$ cat config.mk
export PLATFORM = sky130hd
export DESIGN_NAME = regex_quantifier_scanner
export DESIGN_NICKNAME = d
export VERILOG_FILES = /design/src/rtl/rqs_pkg.sv /design/src/rtl/rqs_step.sv /design/src/rtl/regex_quantifier_scanner.sv
export SDC_FILE = /design/constraint.sdc
export NUM_CORES = 1
export LEC_CHECK = 0
export ABC_AREA = 1
export CAP_MARGIN = 20
export CORE_ASPECT_RATIO = 1.2
export CORE_MARGIN = 1.5
export CORE_UTILIZATION = 42
export DETAILED_ROUTE_END_ITERATION = 8
export DONT_BUFFER_PORTS = 1
export PLACE_DENSITY = 0.61
export SLEW_MARGIN = 0
export SYNTH_ARGS = -nofsm -noshare
export SYNTH_HDL_FRONTEND = slang
export SYNTH_HIERARCHICAL = 1
export SYNTH_SLANG_ARGS = --single-unit
$ cat constraint.sdc
create_clock -name clk_i -period 5.4 [get_ports clk_i]
set_input_delay 1.08 -clock clk_i [delete_from_list [all_inputs] [get_ports clk_i]]
set_output_delay 1.08 -clock clk_i [all_outputs]
set_load 0.1 [all_outputs]
$ cat src/rtl/rqs_pkg.sv
// Shared types, character codes and result kinds of the regex quantifier scanner.
package rqs_pkg;

  localparam int unsigned COUNT_BITS_DEFAULT = 32;
  localparam int unsigned LEN_BITS_DEFAULT   = 8;

  localparam int unsigned CH_W   = 8;
  localparam int unsigned KIND_W = 4;

  localparam logic [CH_W-1:0] CH_QMARK  = 8'h3F;
  localparam logic [CH_W-1:0] CH_STAR   = 8'h2A;
  localparam logic [CH_W-1:0] CH_PLUS   = 8'h2B;
  localparam logic [CH_W-1:0] CH_LBRACE = 8'h7B;
  localparam logic [CH_W-1:0] CH_RBRACE = 8'h7D;
  localparam logic [CH_W-1:0] CH_COMMA  = 8'h2C;
  localparam logic [CH_W-1:0] CH_ZERO   = 8'h30;
  localparam logic [CH_W-1:0] CH_NINE   = 8'h39;

  typedef enum logic [1:0] {
    PH_IDLE,
    PH_BRACE,
    PH_DONE
  } phase_e;

  typedef enum logic [KIND_W-1:0] {
    KIND_NONE       = 4'd0,
    KIND_EMPTY      = 4'd1,
    KIND_OPT        = 4'd2,
    KIND_STAR       = 4'd3,
    KIND_PLUS       = 4'd4,
    KIND_N          = 4'd5,
    KIND_N_OR_MORE  = 4'd6,
    KIND_M_OR_LESS  = 4'd7,
    KIND_N_M        = 4'd8,
    KIND_UNMATCHED  = 4'd9,
    KIND_BAD_CHAR   = 4'd10,
    KIND_MANY_COMMA = 4'd11,
    KIND_BAD_RANGE  = 4'd12
  } kind_e;

  typedef struct packed {
    phase_e     phase;
    logic [1:0] comma_seen;
    logic       first_digits;
    logic       second_digits;
    logic       bad_char;
  } flags_t;

endpackage

$ cat src/rtl/rqs_step.sv
// Next-state and result logic for one character of quantifier text.
module rqs_step #(
  parameter int unsigned COUNT_BITS = rqs_pkg::COUNT_BITS_DEFAULT,
  parameter int unsigned LEN_BITS   = rqs_pkg::LEN_BITS_DEFAULT
) (
  input  rqs_pkg::flags_t               flags_i,
  input  logic [COUNT_BITS-1:0]         first_acc_i,
  input  logic [COUNT_BITS-1:0]         second_acc_i,
  input  logic [LEN_BITS-1:0]           length_i,
  input  logic [rqs_pkg::CH_W-1:0]      ch_i,
  input  logic                          at_end_i,
  output rqs_pkg::flags_t               flags_o,
  output logic [COUNT_BITS-1:0]         first_acc_o,
  output logic [COUNT_BITS-1:0]         second_acc_o,
  output logic [LEN_BITS-1:0]           length_o,
  output logic                          res_valid_o,
  output rqs_pkg::kind_e                kind_o,
  output logic [COUNT_BITS-1:0]         min_count_o,
  output logic [COUNT_BITS-1:0]         max_count_o,
  output logic                          max_unbounded_o,
  output logic [LEN_BITS-1:0]           consumed_o
);

  localparam logic [COUNT_BITS-1:0] COUNT_MAX = {COUNT_BITS{1'b1}};
  localparam logic [LEN_BITS-1:0]   LEN_MAX   = {LEN_BITS{1'b1}};

  function automatic logic [COUNT_BITS-1:0] acc_digit(input logic [COUNT_BITS-1:0] acc,
                                                      input logic [3:0] d);
    logic [COUNT_BITS+3:0] wide;
    logic [COUNT_BITS+3:0] sum;
    wide = {4'b0000, acc};
    sum  = (wide << 3) + (wide << 1) + {{COUNT_BITS{1'b0}}, d};
    if (sum[COUNT_BITS+3:COUNT_BITS] != 4'b0000) begin
      return COUNT_MAX;
    end
    return sum[COUNT_BITS-1:0];
  endfunction

  logic       is_digit;
  logic [3:0] digit;
  logic [rqs_pkg::CH_W-1:0] digit_wide;

  assign is_digit   = (ch_i >= rqs_pkg::CH_ZERO) && (ch_i <= rqs_pkg::CH_NINE);
  assign digit_wide = ch_i - rqs_pkg::CH_ZERO;
  assign digit      = digit_wide[3:0];

  // Phase, accumulators, flags and the result word.
  always_comb begin
    flags_o.phase         = flags_i.phase;
    flags_o.comma_seen    = flags_i.comma_seen;
    flags_o.first_digits  = flags_i.first_digits;
    flags_o.second_digits = flags_i.second_digits;
    flags_o.bad_char      = flags_i.bad_char;
    first_acc_o           = first_acc_i;
    second_acc_o          = second_acc_i;
    length_o              = length_i;
    res_valid_o           = 1'b0;
    kind_o                = rqs_pkg::KIND_NONE;
    min_count_o           = '0;
    max_count_o           = '0;
    max_unbounded_o       = 1'b0;
    consumed_o            = '0;

    if (at_end_i) begin
      flags_o.phase = rqs_pkg::PH_IDLE;
      case (flags_i.phase)
        rqs_pkg::PH_IDLE: begin
          res_valid_o = 1'b1;
          kind_o      = rqs_pkg::KIND_EMPTY;
        end
        rqs_pkg::PH_BRACE: begin
          res_valid_o = 1'b1;
          kind_o      = rqs_pkg::KIND_UNMATCHED;
        end
        default: res_valid_o = 1'b0;
      endcase
    end else begin
      case (flags_i.phase)
        rqs_pkg::PH_IDLE: begin
          res_valid_o   = 1'b1;
          flags_o.phase = rqs_pkg::PH_DONE;
          case (ch_i)
            rqs_pkg::CH_QMARK: begin
              kind_o      = rqs_pkg::KIND_OPT;
              max_count_o = COUNT_BITS'(1);
              consumed_o  = LEN_BITS'(1);
            end
            rqs_pkg::CH_STAR: begin
              kind_o          = rqs_pkg::KIND_STAR;
              max_count_o     = COUNT_MAX;
              max_unbounded_o = 1'b1;
              consumed_o      = LEN_BITS'(1);
            end
            rqs_pkg::CH_PLUS: begin
              kind_o          = rqs_pkg::KIND_PLUS;
              min_count_o     = COUNT_BITS'(1);
              max_count_o     = COUNT_MAX;
              max_unbounded_o = 1'b1;
              consumed_o      = LEN_BITS'(1);
            end
            rqs_pkg::CH_LBRACE: begin
              res_valid_o           = 1'b0;
              flags_o.phase         = rqs_pkg::PH_BRACE;
              first_acc_o           = '0;
              second_acc_o          = '0;
              flags_o.comma_seen    = 2'd0;
              flags_o.first_digits  = 1'b0;
              flags_o.second_digits = 1'b0;
              flags_o.bad_char      = 1'b0;
              length_o              = LEN_BITS'(1);
            end
            default: kind_o = rqs_pkg::KIND_NONE;
          endcase
        end
        rqs_pkg::PH_BRACE: begin
          if (length_i != LEN_MAX) begin
            length_o = length_i + LEN_BITS'(1);
          end
          if (is_digit) begin
            if (flags_i.comma_seen == 2'd0) begin
              first_acc_o          = acc_digit(first_acc_i, digit);
              flags_o.first_digits = 1'b1;
            end else if (flags_i.comma_seen == 2'd1) begin
              second_acc_o          = acc_digit(second_acc_i, digit);
              flags_o.second_digits = 1'b1;
            end
          end else if (ch_i == rqs_pkg::CH_COMMA) begin
            if (flags_i.comma_seen != 2'd2) begin
              flags_o.comma_seen = flags_i.comma_seen + 2'd1;
            end
          end else if (ch_i != rqs_pkg::CH_RBRACE) begin
            flags_o.bad_char = 1'b1;
          end else begin
            res_valid_o   = 1'b1;
            flags_o.phase = rqs_pkg::PH_DONE;
            if (flags_i.bad_char) begin
              kind_o = rqs_pkg::KIND_BAD_CHAR;
            end else if (flags_i.comma_seen > 2'd1) begin
              kind_o = rqs_pkg::KIND_MANY_COMMA;
            end else if (flags_i.comma_seen == 2'd0) begin
              kind_o      = rqs_pkg::KIND_N;
              min_count_o = first_acc_i;
              max_count_o = first_acc_i;
              consumed_o  = length_o;
            end else if (!flags_i.first_digits) begin
              kind_o      = rqs_pkg::KIND_M_OR_LESS;
              max_count_o = second_acc_i;
              consumed_o  = length_o;
            end else if (!flags_i.second_digits) begin
              kind_o          = rqs_pkg::KIND_N_OR_MORE;
              min_count_o     = first_acc_i;
              max_count_o     = COUNT_MAX;
              max_unbounded_o = 1'b1;
              consumed_o      = length_o;
            end else if (first_acc_i < second_acc_i) begin
              kind_o      = rqs_pkg::KIND_N_M;
              min_count_o = first_acc_i;
              max_count_o = second_acc_i;
              consumed_o  = length_o;
            end else begin
              kind_o = rqs_pkg::KIND_BAD_RANGE;
            end
          end
        end
        rqs_pkg::PH_DONE: res_valid_o = 1'b0;
        default: begin
          res_valid_o   = 1'b0;
          flags_o.phase = rqs_pkg::PH_IDLE;
        end
      endcase
    end
  end

endmodule

$ cat src/rtl/regex_quantifier_scanner.sv
// Top level of the regex quantifier scanner: input register, scan state and result register.
//
// The text that follows a regex atom enters on the slave stream one character per word;
// a word with tlast high marks the end of the text and its tdata is ignored. The master
// stream returns at most one word per input word: tuser carries the quantifier kind and
// tdata the minimum and maximum counts, the unbounded flag and the consumed length.
// A word accepted at a clock edge is held in the input register, scanned by combinational
// logic and its result is captured in the result register that drives the master side.
// Throughput is one word per cycle while the receiver does not stall; the scan state is
// updated with a shift-and-add multiply by ten on the accumulators, and the result register
// lets a new word enter while a finished result still waits for the receiver.
// When the receiver stalls, the result register holds and the input register fills;
// tready on the slave side drops only once both are occupied.
// Reset empties both registers and returns the scanner to the start of a text.
module regex_quantifier_scanner #(
  parameter int unsigned COUNT_BITS = rqs_pkg::COUNT_BITS_DEFAULT,
  parameter int unsigned LEN_BITS   = rqs_pkg::LEN_BITS_DEFAULT,
  localparam int unsigned OUT_W       = 2 * COUNT_BITS + 1 + LEN_BITS,
  localparam int unsigned OUT_TDATA_W = ((OUT_W + 7) / 8) * 8
) (
  input  logic                             clk_i,
  input  logic                             rst_ni,
  input  logic                             s_axis_tvalid,
  output logic                             s_axis_tready,
  input  logic [rqs_pkg::CH_W-1:0]         s_axis_tdata,   // ch
  input  logic                             s_axis_tlast,   // at_end
  output logic                             m_axis_tvalid,
  input  logic                             m_axis_tready,
  // min_count, max_count, max_unbounded, consumed, zero padding
  output logic [OUT_TDATA_W-1:0]           m_axis_tdata,
  output logic [rqs_pkg::KIND_W-1:0]       m_axis_tuser    // kind
);

  logic                        in_valid_q, in_valid_d;
  logic [rqs_pkg::CH_W-1:0]    in_ch_q;
  logic                        in_end_q;
  logic                        s_accept;
  logic                        advance;

  rqs_pkg::flags_t             flags_q, flags_d;
  logic [COUNT_BITS-1:0]       first_acc_q, first_acc_d;
  logic [COUNT_BITS-1:0]       second_acc_q, second_acc_d;
  logic [LEN_BITS-1:0]         length_q, length_d;

  logic                        res_valid;
  rqs_pkg::kind_e              res_kind;
  logic [COUNT_BITS-1:0]       res_min;
  logic [COUNT_BITS-1:0]       res_max;
  logic                        res_unb;
  logic [LEN_BITS-1:0]         res_cons;

  logic                        out_valid_q, out_valid_d;
  logic [rqs_pkg::KIND_W-1:0]  out_kind_q;
  logic [OUT_W-1:0]            out_data_q;

  assign advance       = in_valid_q && (!out_valid_q || m_axis_tready);
  assign s_axis_tready = !in_valid_q || advance;
  assign s_accept      = s_axis_tvalid && s_axis_tready;

  assign in_valid_d  = s_accept ? 1'b1 : (advance ? 1'b0 : in_valid_q);
  assign out_valid_d = advance ? res_valid : (m_axis_tready ? 1'b0 : out_valid_q);

  rqs_step #(
    .COUNT_BITS (COUNT_BITS),
    .LEN_BITS   (LEN_BITS)
  ) u_step (
    .flags_i         (flags_q),
    .first_acc_i     (first_acc_q),
    .second_acc_i    (second_acc_q),
    .length_i        (length_q),
    .ch_i            (in_ch_q),
    .at_end_i        (in_end_q),
    .flags_o         (flags_d),
    .first_acc_o     (first_acc_d),
    .second_acc_o    (second_acc_d),
    .length_o        (length_d),
    .res_valid_o     (res_valid),
    .kind_o          (res_kind),
    .min_count_o     (res_min),
    .max_count_o     (res_max),
    .max_unbounded_o (res_unb),
    .consumed_o      (res_cons)
  );

  always_ff @(posedge clk_i or negedge rst_ni) begin
    if (!rst_ni) begin
      in_valid_q  <= 1'b0;
      out_valid_q <= 1'b0;
      flags_q     <= '{phase: rqs_pkg::PH_IDLE, comma_seen: 2'd0, first_digits: 1'b0,
                       second_digits: 1'b0, bad_char: 1'b0};
      first_acc_q  <= '0;
      second_acc_q <= '0;
      length_q     <= '0;
    end else begin
      in_valid_q  <= in_valid_d;
      out_valid_q <= out_valid_d;
      if (advance) begin
        flags_q      <= flags_d;
        first_acc_q  <= first_acc_d;
        second_acc_q <= second_acc_d;
        length_q     <= length_d;
      end
    end
  end

  always_ff @(posedge clk_i) begin
    if (s_accept) begin
      in_ch_q  <= s_axis_tdata;
      in_end_q <= s_axis_tlast;
    end
    if (advance && res_valid) begin
      out_kind_q <= res_kind;
      out_data_q <= {res_cons, res_unb, res_max, res_min};
    end
  end

  assign m_axis_tvalid = out_valid_q;
  assign m_axis_tuser  = out_kind_q;
  assign m_axis_tdata  = {{(OUT_TDATA_W - OUT_W){1'b0}}, out_data_q};

endmodule

==> impl_metrics.env, run 1 <==
export IMPL_max_slew_margin_pct=27.1
export IMPL_synth_top_family_by_area="simple AND/OR/NAND/NOR gates"
export IMPL_min_period_over_period_pct=79.3
export IMPL_grt_max_degree=82
export IMPL_leakage_nw=8.24
export IMPL_drt_total_wl_um=49500
export IMPL_drc=0
export IMPL_port_buffers=0
export IMPL_crit_path_end_kind="flip-flop"
export IMPL_gp_congestion=0.955
export IMPL_num_vias=15200
export IMPL_synth_compound_area_share_pct=12.7
export IMPL_path_max_fanout=21
export IMPL_drv_slew=0
export IMPL_yosys_area_share_adder_pct=13.4
export IMPL_p_total_mw=3.97
export IMPL_dpl_hpwl_um=36300
export IMPL_cts_resized=0
export IMPL_max_stage_delay_ns=0.60
export IMPL_final_cell_area_um2=16400
export IMPL_numCtsBuffers=17
export IMPL_drive_above_1_share_pct=4.56
export IMPL_syn_area_um2=15600
export IMPL_start_util_pct=42.4
export IMPL_grt_pass1_vias=14700
export IMPL_yosys_top_cells_area="nand2_1, edfxtp_1, dfrtp_1"
export IMPL_htreeDepth=4
export IMPL_cpMaxStageDelayCell="fa_1"
export IMPL_rsz0062_at_grt="no"
export IMPL_first_iter_violations=1335
export IMPL_ioPinCount=99
export IMPL_layout_commonest_cell="nand2_1"
export IMPL_setup_viol=0
export IMPL_crit_buf_inv=2
export IMPL_grtUsageTotal_pct=26.3
export IMPL_mostFrequentLayoutCells="nand2_1, inv_1, a21oi_1"
export IMPL_hold_buffers=0
export IMPL_required_ns=5.75
export IMPL_peakVddDrop_mv=0.239
export IMPL_fill_cells=3774
export IMPL_cts_num_sinks=167
export IMPL_start_kind="flip-flop"
export IMPL_status="finished, final reports clean"
export IMPL_rr_startpoint="second_acc_q[0]"
export IMPL_yosysWarnings=6
export IMPL_synth_edf_count=86
export IMPL_timing_final_hold_violations=0
export IMPL_yosysSeqAreaShare_pct=29.6
export IMPL_rows=77
export IMPL_nets=2425
export IMPL_skew_ns=0.00976
export IMPL_dpl_cell_area_um2=15800
export IMPL_grt_pass1_wl_um=78900
export IMPL_post_cts_setup_buffers=0
export IMPL_arrival_ns=4.63
export IMPL_overflow=0
export IMPL_crit_chain="fa_1, inv_1, fa_1, inv_1, nand2_1, nand2_1, nand3_1, nand2_1, nand2_1, nand2_1, nand2_1, nand3_1, nand2_1, nor2_2, nand3_1, o21ai_1, nand2_1, nand3_1, nand2_1"
export IMPL_die_h_um=214
export IMPL_regToRegSetupSlack_ns=1.12
export IMPL_synth_avg_cell_area_um2=6.78
export IMPL_multiInputGateArea_um2=9530
export IMPL_ant_nets=0
export IMPL_max_freq_mhz=234
export IMPL_yosys_area_top_type_share_pct=19.9
export IMPL_powerDensity_nw_per_um2=242
export IMPL_syn_to_final_growth_pct=5.30
export IMPL_clock_path_buffers=2
export IMPL_fp_coreArea_um2=36700
export IMPL_cp_top_family="simple AND/OR/NAND/NOR gates"
export IMPL_synth_xor_xnor_area_share_pct=2.31
export IMPL_cts_root_buf="clkbuf_16"
export IMPL_cts_tree="built"
export IMPL_crit_type="flip-flop to flip-flop"
export IMPL_hold_path_class="primary input to async pin"
export IMPL_yosys_area_share_simple_pct=32.5
export IMPL_cpMostUsedCell="nand2_1"
export IMPL_post_synth_top_area_cell="nand2_1"
export IMPL_path_clk_slew_ns=0.07
export IMPL_drv_cap=0
export IMPL_synth_distinct_cells=48
export IMPL_fp_dieArea_um2=38300
export IMPL_synth_seq_cells=167
export IMPL_fin_util_pct=44.7
export IMPL_muxShareOfSynthArea_pct=0
export IMPL_rr_worst_depth=19
export IMPL_insertion_delay_ns=0.46
export IMPL_seqCellArea_um2=4610
export IMPL_die_w_um=179
export IMPL_dp_slack_ns=1.15
export IMPL_dr_pass1_iters=8
export IMPL_ys_async_sr_fraction_pct=48.5
export IMPL_fin_tns_setup_ns=0
export IMPL_r2r_end="second_acc_q[12]"
export IMPL_worst_pin_slew_ns=1.09
export IMPL_wl_per_cell_um=18.1
export IMPL_syn_inst=2299
export IMPL_antenna_found_initial=3
export IMPL_vias_per_cell=5.55
export IMPL_postLayoutSetupSlackWorst_ns=1.12
export IMPL_fin_crit_ns=4.28
export IMPL_synth_ff_type="edfxtp_1"
-- report_power, final --
part	internal, mW	switching, mW	leakage (nW)
registers	1.50	0.785	1.96
logic	0.0856	0.435	6.04
clock network	0.592	0.571	0.245
-- area by class of cell --
class	count	share of cell area (%)
inverter	258	5.90
clock buffer	19	2.64
multi-input combinational	1789	58.1
antenna	2	0.0305
clock inverter	13	0.587
sequential	167	28.1
timing repair buffer	14	1.01
tap	474	3.62
-- routing by layer --
layer	part of all wire, %	vias to the layer above	track usage, %	wire length, um
met5	0	-	0	0
met4	3.3	0	10.4	1640
met3	4.9	111	3.04	2400
met2	50	564	44.9	24500
met1	42	7088	33.4	20900
li1	-	7411	-	-
-- Yosys cell counts, types with 2 or more instances --
cell type and count:
inv_1 251, nand3b_1 8, xor2_1 25, o211ai_1 6, o221ai_1 2, o21ai_0 47, nor2_1 127, nor2_4 5
a21oi_1 235, o21a_1 2, nand3_1 149, nor2_2 5, buf_4 13, nand2_1 827, a31oi_1 3, xnor2_1 16
o21ai_2 21, nand2_4 2, nand2_2 9, inv_2 7, fa_1 4, buf_6 10, nor4_1 8, o21bai_1 11
nand3_2 5, nand4_1 19, o21ai_1 17, buf_2 29, dfrtp_1 81, clkbuf_1 39, a21o_1 6, edfxtp_1 86
ha_1 161, o22ai_1 2, nor3_1 48
-- worst max path at each step --
stage,start,endpoint,cells after the start
floorplan,m_axis_tready,m_axis_tuser[0],5
global placement,in_ch_q[3],second_acc_q[4],21
detailed placement,second_acc_q[0],second_acc_q[4],21
CTS,second_acc_q[0],second_acc_q[12],19
global route,second_acc_q[0],second_acc_q[3],21
finish,second_acc_q[0],second_acc_q[12],19
-- registers in the layout, indices dropped and copies added (netlist names) --
name / count
length_q: 8
m_axis_tuser: 4
second_acc_q: 32
out_data_q: 73
first_acc_q: 32
in_valid_q: 1
in_end_q: 1
m_axis_tvalid: 1
flags_q: 7
in_ch_q: 8
-- worst register-to-register path: cells and delay by family (launching register included) --
family	cells	cell delay (ns)
simple gates	14	2.22
fa+ha+maj	2	1.05
buf+inv	2	0.14
flops	1	0.46
compound gates	1	0.30
-- kinds of logic (layout without fill, tap and decap cells) --
family | Yosys count | after routing
XOR/XNOR | 41 | 41
AO/OA/AOI/OAI | 360 | 360
buffers and inverters | 349 | 304
other | 1 | 9
flip-flops | 167 | 167
adder cells (fa/ha/maj) | 165 | 165
AND/OR/NAND/NOR | 1216 | 1216
-- per-stage QoR --
step                      instances  hold slack, ns
after floorplan                2305           0.442
after global placement         2699           0.459
after detailed placement       2700           0.459
after CTS                      2732           0.295
after global routing           2735           0.299
final                          2736           0.318
No activity file was read; power rests on OpenSTA's default activity.
==> inputs of run 2 (changes only) <==
Settings changed: PLACE_DENSITY 0.61 to 0.64.
Clock period 5.4 ns to 3.5 ns, I/O delays scaled along.
==> run 2 against run 1 <==
Flip-flop and latch count stayed put. Critical path depth down 4. Hold slack got worse by 0.20 ns. Critical path type unchanged. Largest power group unchanged.
==> impl_metrics.env, run 2 (synthesis gave the netlist of run 1 again) <==
export IMPL_overflow=0
export IMPL_nets=2478
export IMPL_port_buffers=0
export IMPL_clock_path_buffers=2
export IMPL_status="finished, final reports clean"
export IMPL_p_comb_share_pct=14.4
export IMPL_fin_crit_ns=3.33
export IMPL_max_slew_margin_pct=31.8
export IMPL_fin_util_pct=46.1
export IMPL_crit_type="flip-flop to flip-flop"
export IMPL_min_period_over_period_pct=95.2
export IMPL_arrival_ns=3.68
export IMPL_required_ns=3.85
export IMPL_p_total_mw=6.33
export IMPL_crit_chain="ha_1, ha_1, a21oi_1, o21ai_1, a21oi_1, nand3_2, a21oi_1, nand2_1, nor2_4, buf_12, nand2_8, o21ai_0, nand2_1, nand3_1, nand2_1"
export IMPL_biggestRegsByFlops="out_data_q (73), first_acc_q (32), second_acc_q (32)"
export IMPL_path_max_fanout=14
export IMPL_max_freq_mhz=300
export IMPL_path_clk_slew_ns=0.07
export IMPL_dr_pass1_iters=7
export IMPL_grt_max_degree=82
export IMPL_drv_slew=0
export IMPL_max_stage_delay_ns=0.49
export IMPL_largest_register="out_data_q"
export IMPL_mostFrequentLayoutCells="nand2_1, inv_1, a21oi_1"
export IMPL_numCtsBuffers=17
export IMPL_timing_final_hold_violations=0
export IMPL_peakVddDrop_mv=0.448
export IMPL_cts_num_sinks=167
export IMPL_insertion_delay_ns=0.47
export IMPL_worst_pin_slew_ns=1.02
export IMPL_internal_power_mw=3.48
export IMPL_cts_root_buf="clkbuf_16"
export IMPL_layout_commonest_cell="nand2_1"
export IMPL_fin_tns_setup_ns=0
export IMPL_p_clk_share_pct=30.4
export IMPL_hold_path_class="primary input to async pin"
export IMPL_grtUsageTotal_pct=26.6
export IMPL_power_frac_seq_pct=55.2
export IMPL_drive_above_1_share_pct=7.39
export IMPL_skew_ns=0.0185
export IMPL_num_vias=15400
export IMPL_largest_reg_flops=73
export IMPL_top_usage_layer="met2"
export IMPL_first_iter_violations=1164
export IMPL_swShare_pct=45.1
export IMPL_power_switching_mw=2.85
export IMPL_drt_total_wl_um=50500
export IMPL_met3_usage_pct=2.61
export IMPL_start_util_pct=42.4
export IMPL_crit_path_end_kind="flip-flop"
export IMPL_rows=77
export IMPL_met2_usage_pct=46.2
export IMPL_syn_to_final_growth_pct=8.73
export IMPL_dpl_hpwl_um=37400
export IMPL_ant_nets=0
export IMPL_die_h_um=214
export IMPL_dpl_cell_area_um2=16100
export IMPL_gp_congestion=0.916
export IMPL_grt_pass1_vias=14800
export IMPL_grt_pass1_wl_um=79700
export IMPL_fp_coreArea_um2=36700
export IMPL_vias_per_cell=5.51
export IMPL_die_w_um=179
export IMPL_cpMaxStageDelayCell="dfrtp_1"
export IMPL_powerDensity_nw_per_um2=374
export IMPL_htreeDepth=4
export IMPL_antenna_found_initial=2
export IMPL_setup_viol=0
export IMPL_drc=0
export IMPL_drv_cap=0
export IMPL_use_met1_pct=33.9
export IMPL_final_cell_area_um2=16900
export IMPL_ioPinCount=99
export IMPL_leakage_nw=8.57
export IMPL_fp_dieArea_um2=38300
export IMPL_cts_tree="built"
export IMPL_wl_per_cell_um=18.1
export IMPL_hold_ws_ns=0.113
export IMPL_start_kind="flip-flop"
run 2: final timing paths:
kind / from / end / slack (ns) / cells past startpoint
max in group asynchronous: rst_ni / first_acc_q[1] / 2.95 / 1
min in group clk_i: s_axis_tdata[6] / in_ch_q[6] / 0.32 / 0
setup / recovery: first_acc_q[13] / first_acc_q[2] / 0.17 / 15
hold / removal: rst_ni / first_acc_q[28] / 0.11 / 1
hold reg to reg: flags_q[4] / flags_q[4] / 0.48 / 2
setup reg to reg: first_acc_q[13] / first_acc_q[2] / 0.17 / 15
run 2: area by class of cell:
class                   count  area, um^2
clock inverters            13         131
inverters                 258         968
multi-input cells        1790        9600
diodes                      1        2.50
clock buffers              19         453
fillers                  3750       19800
flip-flops and latches    167        4610
well taps                 474         593
repair buffers             66         581
run 2: layer usage:
| layer | part of all wire, % | routed length [um] |
|---|---|---|
| met5 | 0 | 0 |
| met2 | 50 | 25400 |
| met3 | 4.3 | 2180 |
| met1 | 43 | 21500 |
| met4 | 2.7 | 1380 |
run 2: power groups by stage:
stage / clock network (mW) / logic [mW] / registers [mW]
2_1_floorplan: 0 / 0.630 / 3.53
3_3_place_gp: 0 / 0.840 / 3.54
3_5_place_dp: 0 / 0.848 / 3.54
4_1_cts: 1.96 / 0.876 / 3.50
5_1_grt: 2.03 / 0.976 / 3.51
6_report: 1.93 / 0.913 / 3.49
run 2: timing repair:
item | CTS | global route
hold buffers | 1 | 0
setup buffers | 1 | 12
pin swaps | 0 | 7
endpoints found under the hold margin | 81 | 0
cloned | 0 | 3
setup endpoints to repair | 12 | 60
resized for setup | 0 | 23
run 2: critical path, delay by kind of cell (launching register included):
kind | cells | cell delay [ns]
buf+inv | 1 | 0.13
flops | 1 | 0.49
compound gates | 5 | 1.06
fa+ha+maj | 2 | 0.75
simple gates | 7 | 0.78
run 2: metrics by stage:
step,worst slack (ns),instances
final,0.168,2788
after floorplan,0.546,2305
after global placement,0.0124,2738
after global routing,-0.0189,2787
after CTS,0.00258,2772
after detailed placement,-0.0289,2738
